<file path="config.mk">
export PLATFORM = sky130hd
export DESIGN_NAME = md5_message_digest
export DESIGN_NICKNAME = d
export VERILOG_FILES = /design/src/hw/rtl/md5_pkg.sv /design/src/hw/rtl/md5_blkbuf.sv /design/src/hw/rtl/md5_round.sv /design/src/hw/rtl/md5_message_digest.sv
export SDC_FILE = /design/constraint.sdc
export NUM_CORES = 2
export LEC_CHECK = 0
export ABC_AREA = 0
export BUFFER_PORTS_ARGS = -buffer_cell sky130_fd_sc_hd__buf_4
export CORE_ASPECT_RATIO = 0.5
export CORE_MARGIN = 2
export CORE_UTILIZATION = 52
export DETAILED_ROUTE_END_ITERATION = 10
export GPL_ROUTABILITY_DRIVEN = 1
export PLACE_DENSITY_LB_ADDON = 0.05
export SLEW_MARGIN = 25
export SYNTH_ARGS = -nofsm -noshare
export SYNTH_HDL_FRONTEND = slang
export SYNTH_SLANG_ARGS = --single-unit
</file>
<file path="constraint.sdc">
create_clock -name clk -period 7.35 [get_ports clk]
set_clock_uncertainty 0.2 [all_clocks]
set_input_delay 0.735 -clock clk [delete_from_list [all_inputs] [get_ports clk]]
set_output_delay 0.735 -clock clk [all_outputs]
set_load 0.05 [all_outputs]
</file>
<file path="src/hw/rtl/md5_pkg.sv">
package md5_pkg;

    localparam logic [31:0] INIT_A = 32'h67452301;
    localparam logic [31:0] INIT_B = 32'hEFCDAB89;
    localparam logic [31:0] INIT_C = 32'h98BADCFE;
    localparam logic [31:0] INIT_D = 32'h10325476;

    localparam logic [7:0] PAD_MARK_BYTE = 8'h80;
    localparam logic [7:0] PAD_ZERO_BYTE = 8'h00;

    localparam logic [5:0] LEN_START_POS = 6'd56;
    localparam logic [5:0] LAST_POS      = 6'd63;
    localparam logic [5:0] LAST_ROUND    = 6'd63;
    localparam logic [1:0] LAST_WORD_NUM = 2'd3;
    localparam logic [63:0] BITS_PER_BYTE = 64'd8;

    localparam logic [31:0] ROUND_CONST [64] = '{
        32'hd76aa478, 32'he8c7b756, 32'h242070db, 32'hc1bdceee,
        32'hf57c0faf, 32'h4787c62a, 32'ha8304613, 32'hfd469501,
        32'h698098d8, 32'h8b44f7af, 32'hffff5bb1, 32'h895cd7be,
        32'h6b901122, 32'hfd987193, 32'ha679438e, 32'h49b40821,
        32'hf61e2562, 32'hc040b340, 32'h265e5a51, 32'he9b6c7aa,
        32'hd62f105d, 32'h02441453, 32'hd8a1e681, 32'he7d3fbc8,
        32'h21e1cde6, 32'hc33707d6, 32'hf4d50d87, 32'h455a14ed,
        32'ha9e3e905, 32'hfcefa3f8, 32'h676f02d9, 32'h8d2a4c8a,
        32'hfffa3942, 32'h8771f681, 32'h6d9d6122, 32'hfde5380c,
        32'ha4beea44, 32'h4bdecfa9, 32'hf6bb4b60, 32'hbebfbc70,
        32'h289b7ec6, 32'heaa127fa, 32'hd4ef3085, 32'h04881d05,
        32'hd9d4d039, 32'he6db99e5, 32'h1fa27cf8, 32'hc4ac5665,
        32'hf4292244, 32'h432aff97, 32'hab9423a7, 32'hfc93a039,
        32'h655b59c3, 32'h8f0ccc92, 32'hffeff47d, 32'h85845dd1,
        32'h6fa87e4f, 32'hfe2ce6e0, 32'ha3014314, 32'h4e0811a1,
        32'hf7537e82, 32'hbd3af235, 32'h2ad7d2bb, 32'heb86d391
    };

    localparam logic [4:0] ROT_AMOUNT [16] = '{
        5'd7, 5'd12, 5'd17, 5'd22,
        5'd5, 5'd9,  5'd14, 5'd20,
        5'd4, 5'd11, 5'd16, 5'd23,
        5'd6, 5'd10, 5'd15, 5'd21
    };

    typedef struct packed {
        logic       en;
        logic [5:0] pos;
        logic [7:0] data;
    } buf_wr_t;

    // message word index used by a given round
    function automatic logic [3:0] word_index(input logic [5:0] rnd);
        logic [3:0] i;
        begin
            i = rnd[3:0];
            case (rnd[5:4])
                2'd0:    word_index = i;
                2'd1:    word_index = 4'(i * 4'd5 + 4'd1);
                2'd2:    word_index = 4'(i * 4'd3 + 4'd5);
                2'd3:    word_index = 4'(i * 4'd7);
                default: word_index = i;
            endcase
        end
    endfunction

    function automatic logic [31:0] rotl32(input logic [31:0] x, input logic [4:0] s);
        logic [63:0] t;
        begin
            t = {x, x} << s;
            rotl32 = t[63:32];
        end
    endfunction

endpackage

</file>
<file path="src/hw/rtl/md5_blkbuf.sv">
module md5_blkbuf (
    input  logic               clk,
    input  md5_pkg::buf_wr_t   wr,
    input  logic [3:0]         rd_idx,
    output logic [31:0]        rd_word
);

    logic [31:0] word_reg [16];

    // byte lanes fill little-endian; all four lanes are written before a read
    always_ff @(posedge clk)
    begin
        if (wr.en)
        begin
            word_reg[wr.pos[5:2]][{wr.pos[1:0], 3'b000} +: 8] <= wr.data;
        end
    end

    assign rd_word = word_reg[rd_idx];

endmodule

</file>
<file path="src/hw/rtl/md5_round.sv">
module md5_round (
    input  logic [5:0]  rnd,
    input  logic [31:0] a,
    input  logic [31:0] b,
    input  logic [31:0] c,
    input  logic [31:0] d,
    input  logic [31:0] kw,
    output logic [31:0] b_new
);

    logic [31:0] f;
    logic [31:0] sum;

    always_comb
    begin
        case (rnd[5:4])
            2'd0:    f = (b & c) | (~b & d);
            2'd1:    f = (d & b) | (~d & c);
            2'd2:    f = b ^ c ^ d;
            2'd3:    f = c ^ (b | ~d);
            default: f = b ^ c ^ d;
        endcase
    end

    // kw already holds round constant plus message word
    assign sum   = a + f + kw;
    assign b_new = b + md5_pkg::rotl32(sum, md5_pkg::ROT_AMOUNT[{rnd[5:4], rnd[1:0]}]);

endmodule

</file>
<file path="src/hw/rtl/md5_message_digest.sv">
// MD5 digest over a byte stream.
// Input channel (in_valid/in_ready): each request carries data_byte, byte_present
// and end_of_message. A request with byte_present low and end_of_message low
// is absorbed with no effect.
// Output channel (out_valid/out_ready): after an end_of_message request the
// block returns four requests, digest words A to D (word_number 0 to 3,
// last_word on D), then starts a fresh message.
// Operation: each accepted byte is written into the block buffer; every 64th
// byte also runs the block compression (load, 64 rounds on the single round
// unit, chaining add), during which no new byte is taken.
// Finishing a message writes padding one byte per cycle, paused while a block
// compresses, plus one or two compressions, then the four digest words.
// in_ready is high only while the block waits for input; it stays low during
// compression, padding and digest output.
// A stalled receiver holds the current digest word; the block waits for it.
// Reset loads the MD5 initial chaining values and clears the byte and bit
// counters; no clearing pass is needed.
module md5_message_digest (
    input  logic        clk,
    input  logic        rst_n,
    input  logic        in_valid,
    output logic        in_ready,
    input  logic [7:0]  data_byte,
    input  logic        byte_present,
    input  logic        end_of_message,
    output logic        out_valid,
    input  logic        out_ready,
    output logic [31:0] digest_word,
    output logic [1:0]  word_number,
    output logic        last_word
);

    typedef enum logic [6:0] {
        S_IDLE     = 7'b0000001,
        S_PAD_MARK = 7'b0000010,
        S_PAD_ZERO = 7'b0000100,
        S_PAD_LEN  = 7'b0001000,
        S_LOAD     = 7'b0010000,
        S_ROUND    = 7'b0100000,
        S_ADD      = 7'b1000000
    } ctl_state_t;

    ctl_state_t  state_reg, state_next;
    ctl_state_t  ret_reg, ret_next;
    logic        emit_reg, emit_next;
    logic [5:0]  fill_reg, fill_next;
    logic [63:0] count_reg, count_next;
    logic [5:0]  rnd_reg, rnd_next;
    logic [1:0]  wnum_reg, wnum_next;
    logic [31:0] chain_reg [4];
    logic [31:0] chain_next [4];

    logic [31:0] a_reg, b_reg, c_reg, d_reg, kw_reg;
    logic [31:0] b_new;
    logic [31:0] rd_word;
    logic [5:0]  rnd_ahead;
    md5_pkg::buf_wr_t wr;

    logic in_acc, out_acc;

    assign in_acc  = in_valid && in_ready;
    assign out_acc = out_valid && out_ready;

    assign in_ready    = (state_reg == S_IDLE) && !emit_reg;
    assign out_valid   = emit_reg && (state_reg == S_IDLE);
    assign digest_word = chain_reg[wnum_reg];
    assign word_number = wnum_reg;
    assign last_word   = (wnum_reg == md5_pkg::LAST_WORD_NUM);

    assign rnd_ahead = (state_reg == S_LOAD) ? 6'd0 : 6'(rnd_reg + 6'd1);

    md5_blkbuf u_blkbuf (
        .clk     (clk),
        .wr      (wr),
        .rd_idx  (md5_pkg::word_index(rnd_ahead)),
        .rd_word (rd_word)
    );

    md5_round u_round (
        .rnd   (rnd_reg),
        .a     (a_reg),
        .b     (b_reg),
        .c     (c_reg),
        .d     (d_reg),
        .kw    (kw_reg),
        .b_new (b_new)
    );

    always_comb
    begin
        state_next = state_reg;
        ret_next   = ret_reg;
        emit_next  = emit_reg;
        fill_next  = fill_reg;
        count_next = count_reg;
        rnd_next   = rnd_reg;
        wnum_next  = wnum_reg;
        chain_next = chain_reg;
        wr.en      = 1'b0;
        wr.pos     = fill_reg;
        wr.data    = data_byte;

        case (state_reg)
            S_IDLE:
            begin
                if (emit_reg)
                begin
                    if (out_acc)
                    begin
                        wnum_next = 2'(wnum_reg + 2'd1);
                        if (wnum_reg == md5_pkg::LAST_WORD_NUM)
                        begin
                            emit_next     = 1'b0;
                            chain_next[0] = md5_pkg::INIT_A;
                            chain_next[1] = md5_pkg::INIT_B;
                            chain_next[2] = md5_pkg::INIT_C;
                            chain_next[3] = md5_pkg::INIT_D;
                            count_next    = '0;
                            fill_next     = '0;
                        end
                    end
                end
                else if (in_acc)
                begin
                    if (byte_present)
                    begin
                        wr.en      = 1'b1;
                        fill_next  = 6'(fill_reg + 6'd1);
                        count_next = count_reg + md5_pkg::BITS_PER_BYTE;
                    end
                    if (byte_present && fill_reg == md5_pkg::LAST_POS)
                    begin
                        ret_next   = end_of_message ? S_PAD_MARK : S_IDLE;
                        state_next = S_LOAD;
                    end
                    else if (end_of_message)
                    begin
                        state_next = S_PAD_MARK;
                    end
                end
            end
            S_PAD_MARK:
            begin
                wr.en     = 1'b1;
                wr.data   = md5_pkg::PAD_MARK_BYTE;
                fill_next = 6'(fill_reg + 6'd1);
                if (fill_reg == md5_pkg::LAST_POS)
                begin
                    ret_next   = S_PAD_ZERO;
                    state_next = S_LOAD;
                end
                else
                begin
                    state_next = S_PAD_ZERO;
                end
            end
            S_PAD_ZERO:
            begin
                if (fill_reg == md5_pkg::LEN_START_POS)
                begin
                    state_next = S_PAD_LEN;
                end
                else
                begin
                    wr.en     = 1'b1;
                    wr.data   = md5_pkg::PAD_ZERO_BYTE;
                    fill_next = 6'(fill_reg + 6'd1);
                    if (fill_reg == md5_pkg::LAST_POS)
                    begin
                        ret_next   = S_PAD_ZERO;
                        state_next = S_LOAD;
                    end
                end
            end
            S_PAD_LEN:
            begin
                // bit count goes out little-endian in the last eight slots
                wr.en     = 1'b1;
                wr.data   = count_reg[{fill_reg[2:0], 3'b000} +: 8];
                fill_next = 6'(fill_reg + 6'd1);
                if (fill_reg == md5_pkg::LAST_POS)
                begin
                    ret_next   = S_IDLE;
                    emit_next  = 1'b1;
                    wnum_next  = '0;
                    state_next = S_LOAD;
                end
            end
            S_LOAD:
            begin
                rnd_next   = '0;
                state_next = S_ROUND;
            end
            S_ROUND:
            begin
                rnd_next = rnd_ahead;
                if (rnd_reg == md5_pkg::LAST_ROUND)
                begin
                    state_next = S_ADD;
                end
            end
            S_ADD:
            begin
                chain_next[0] = chain_reg[0] + a_reg;
                chain_next[1] = chain_reg[1] + b_reg;
                chain_next[2] = chain_reg[2] + c_reg;
                chain_next[3] = chain_reg[3] + d_reg;
                state_next    = ret_reg;
            end
            default:
            begin
                state_next = S_IDLE;
            end
        endcase
    end

    always_ff @(posedge clk or negedge rst_n)
    begin
        if (!rst_n)
        begin
            state_reg    <= S_IDLE;
            ret_reg      <= S_IDLE;
            emit_reg     <= 1'b0;
            fill_reg     <= '0;
            count_reg    <= '0;
            rnd_reg      <= '0;
            wnum_reg     <= '0;
            chain_reg[0] <= md5_pkg::INIT_A;
            chain_reg[1] <= md5_pkg::INIT_B;
            chain_reg[2] <= md5_pkg::INIT_C;
            chain_reg[3] <= md5_pkg::INIT_D;
        end
        else
        begin
            state_reg <= state_next;
            ret_reg   <= ret_next;
            emit_reg  <= emit_next;
            fill_reg  <= fill_next;
            count_reg <= count_next;
            rnd_reg   <= rnd_next;
            wnum_reg  <= wnum_next;
            chain_reg <= chain_next;
        end
    end

    // working variables and the next round's constant plus message word
    always_ff @(posedge clk)
    begin
        if (state_reg == S_LOAD)
        begin
            a_reg  <= chain_reg[0];
            b_reg  <= chain_reg[1];
            c_reg  <= chain_reg[2];
            d_reg  <= chain_reg[3];
            kw_reg <= md5_pkg::ROUND_CONST[rnd_ahead] + rd_word;
        end
        else if (state_reg == S_ROUND)
        begin
            a_reg  <= d_reg;
            b_reg  <= b_new;
            c_reg  <= b_reg;
            d_reg  <= c_reg;
            kw_reg <= md5_pkg::ROUND_CONST[rnd_ahead] + rd_word;
        end
    end

endmodule

</file>
==> metrics.cfg <==
[outcome]
outcome = finished with violations
failed_checks = setup timing

[routing]
wl_per_cell_um = 24.5
drt_pass1_iterations = 8
drc = 0
vias = 48751
wl_um = 190000
drtIter0Drc = 5242
antenna_left = 0
vias_per_cell = 6.28

[floorplanning]
io_pins = 51
die-area_sq_mm = 0.111
initial_core_util = 0.524
die_w_um = 469
rows = 85
core-area_sq_mm = 0.108
die_h_um = 237

[synthesis]
async_reset_ff_frac = 0.242
synthTopCellsByCount = nand2_1 (964), edfxtp_1 (672), nor2_1 (457), a21oi_1 (447), o21ai_0 (335)
synth_top_cell_area_share = 0.358
syn_inst = 5819
yosys.cell_count.top_type = nand2_1
yosys_warnings = 0
synth_nets = 6139
seq_area_frac_synth = 0.455
yosys.area.top_type = edfxtp_1
syn_area_per_cell_sq_um = 9.68
yosysUniqueCellTypes = 107
syn_area_sq_mm = 0.0563
synth_edf_count = 672
synth.ff_latch_count = 886
synth_ff_type = edfxtp_1
synth_area_leaders = edfxtp_1 (36%), dfrtp_1 (6.6%), nand2_1 (6.4%), ha_1 (5.8%), a21oi_1 (4.0%)

[worst_setup_path]
crit_top_cell = buf_4
cp_num_buf_inv = 9
worstPathArrival_ns = 7.94
worstSetupPathType = register to register
crit_family = compound AO/OA/AOI/OAI gates
slowest_stage = dfrtp_4
startpoint_type = register
crit_required_ns = 7.55
cp-end-kind = register
critPathMaxFanout = 8
cpPeakStageDelay_ns = 0.58

[sta]
setup-violations-final = 13
finalCriticalPeriod_ns = 7.74
period_share = 1.05
hold_violations = 0
hold_slack_ns = 0.142
tightest_slew_ns = 1.11
layout_setup_ws_ns = -0.392
max_freq_mhz = 129
rsz0062_at_grt = yes
slew_headroom = 0.255
drv_slew = 0
tns_ns = -3.31

[clocking]
cts_root_buf = clkbuf_16
clockBufferDepth = 3
cts_tree = built
cts_made_buffers = 84
clk_latency_ns = 0.73
clk_pin_slew_ns = 0.07
htreeDepth = 3
cts.sinks = 886

[global_routing]
overflow = 0
grt.total_usage = 0.334
grt_max_degree = 138
grt_pass1_vias = 46074
antenna_found_initial = 2
grt_first_pass_wirelength_um = 285000

[placement]
dp.final_hpwl_um = 135000
dpl-instance-area_sq_mm = 0.0619
place_congestion = 0.978
port_buffers = 50

[power_and_ir_drop]
power_uw = 15400
leakage_uw = 0.0262
vdd_drop_max_v = 0.000244
power_density_mw_per_mm2 = 231

[cells_and_area]
num-nets-final = 6575
fin_util = 0.622
drive_above_1_share = 0.198
final_cell_area_sq_mm = 0.0668
largest_register_ffs = 512
syn_to_final_growth_pct = 18.7

[hold_path]
min_path_type = input pin to register

[job]
drv_cap = 0

-- layout by cell type, fill, tap and decap left out, types with 132 or more instances in the layout --
master,n
nand2_1,956
edfxtp_1,672
buf_4,639
nor2_1,423
a21oi_1,412
o21ai_0,281
ha_1,240
a211oi_1,188
xnor2_1,149
dfrtp_1,143
and2_1,137
nor3_1,132
-- metrics by stage --
| step | setup slack (ns) | instances |
|---|---|---|
| floorplan | -0.0248 | 5819 |
| global placement | -0.862 | 7547 |
| detailed placement | -0.928 | 7547 |
| CTS | -0.417 | 7750 |
| global route | -0.751 | 7762 |
| finish | -0.392 | 7763 |
-- cell type report --
type / count / area [sq um]
fillers: 8812 / 40700
multi-input cells: 4508 / 30500
flip-flops and latches: 886 / 25600
repair buffers: 690 / 5700
clock buffers: 104 / 2280
well taps: 1435 / 1800
clock inverters: 54 / 619
inverters: 85 / 322
diodes: 1 / 2.50
-- worst paths after layout --
kind                                 end  slack (ns)  cells after the start      startpoint
max                            b_reg[28]       -0.39                     36      rnd_reg[4]
min                           ret_reg[1]        0.14                      3  end_of_message
max reg2reg                    b_reg[28]       -0.39                     36      rnd_reg[4]
min reg2reg                   ret_reg[2]        0.29                      2      ret_reg[2]
max in group asynchronous  count_reg[44]        5.11                      3           rst_n
min in group asynchronous  chain_reg[11]        0.48                      2           rst_n
-- power breakdown --
| group | switching [uW] | internal, uW |
|---|---|---|
| logic | 2790 | 1570 |
| clock network | 2100 | 2500 |
| registers | 451 | 6030 |
-- worst min-delay path, cell delays in order --
cell and delay [ns]:
buf_4 0.15, nand2_1 0.06, o21ai_0 0.06
-- metal layers --
metal	up-vias	share of wire	GRT usage
met5	-	0.00011	0
met4	2	0.043	0.133
met3	389	0.069	0.0470
met2	1995	0.45	0.529
met1	23948	0.43	0.467
li1	22417	-	-
-- repair_timing --
item	in CTS	in global routing
buffers inserted	41	10
endpoints found under the hold margin	47	0
hold buffers	2	0
gates cloned	5	2
setup endpoints to repair	25	30
resized for setup	207	106
pin swaps	106	47
-- cells by family (layout without fill, tap and decap cells) --
family                     after synthesis  in the layout  synth area share
other                                    0              1                 0
muxes                                  159            159            0.0399
buffers and inverters                  425            933            0.0298
AOI/OAI and AO/OA                     1662           1662             0.191
adders and majority gates              307            307            0.0739
xor gates and xnor gates               286            286            0.0448
DFF                                    886            886             0.455
and+or+nand+nor                       2094           2094             0.166
Power figures use the tool's default switching activity.
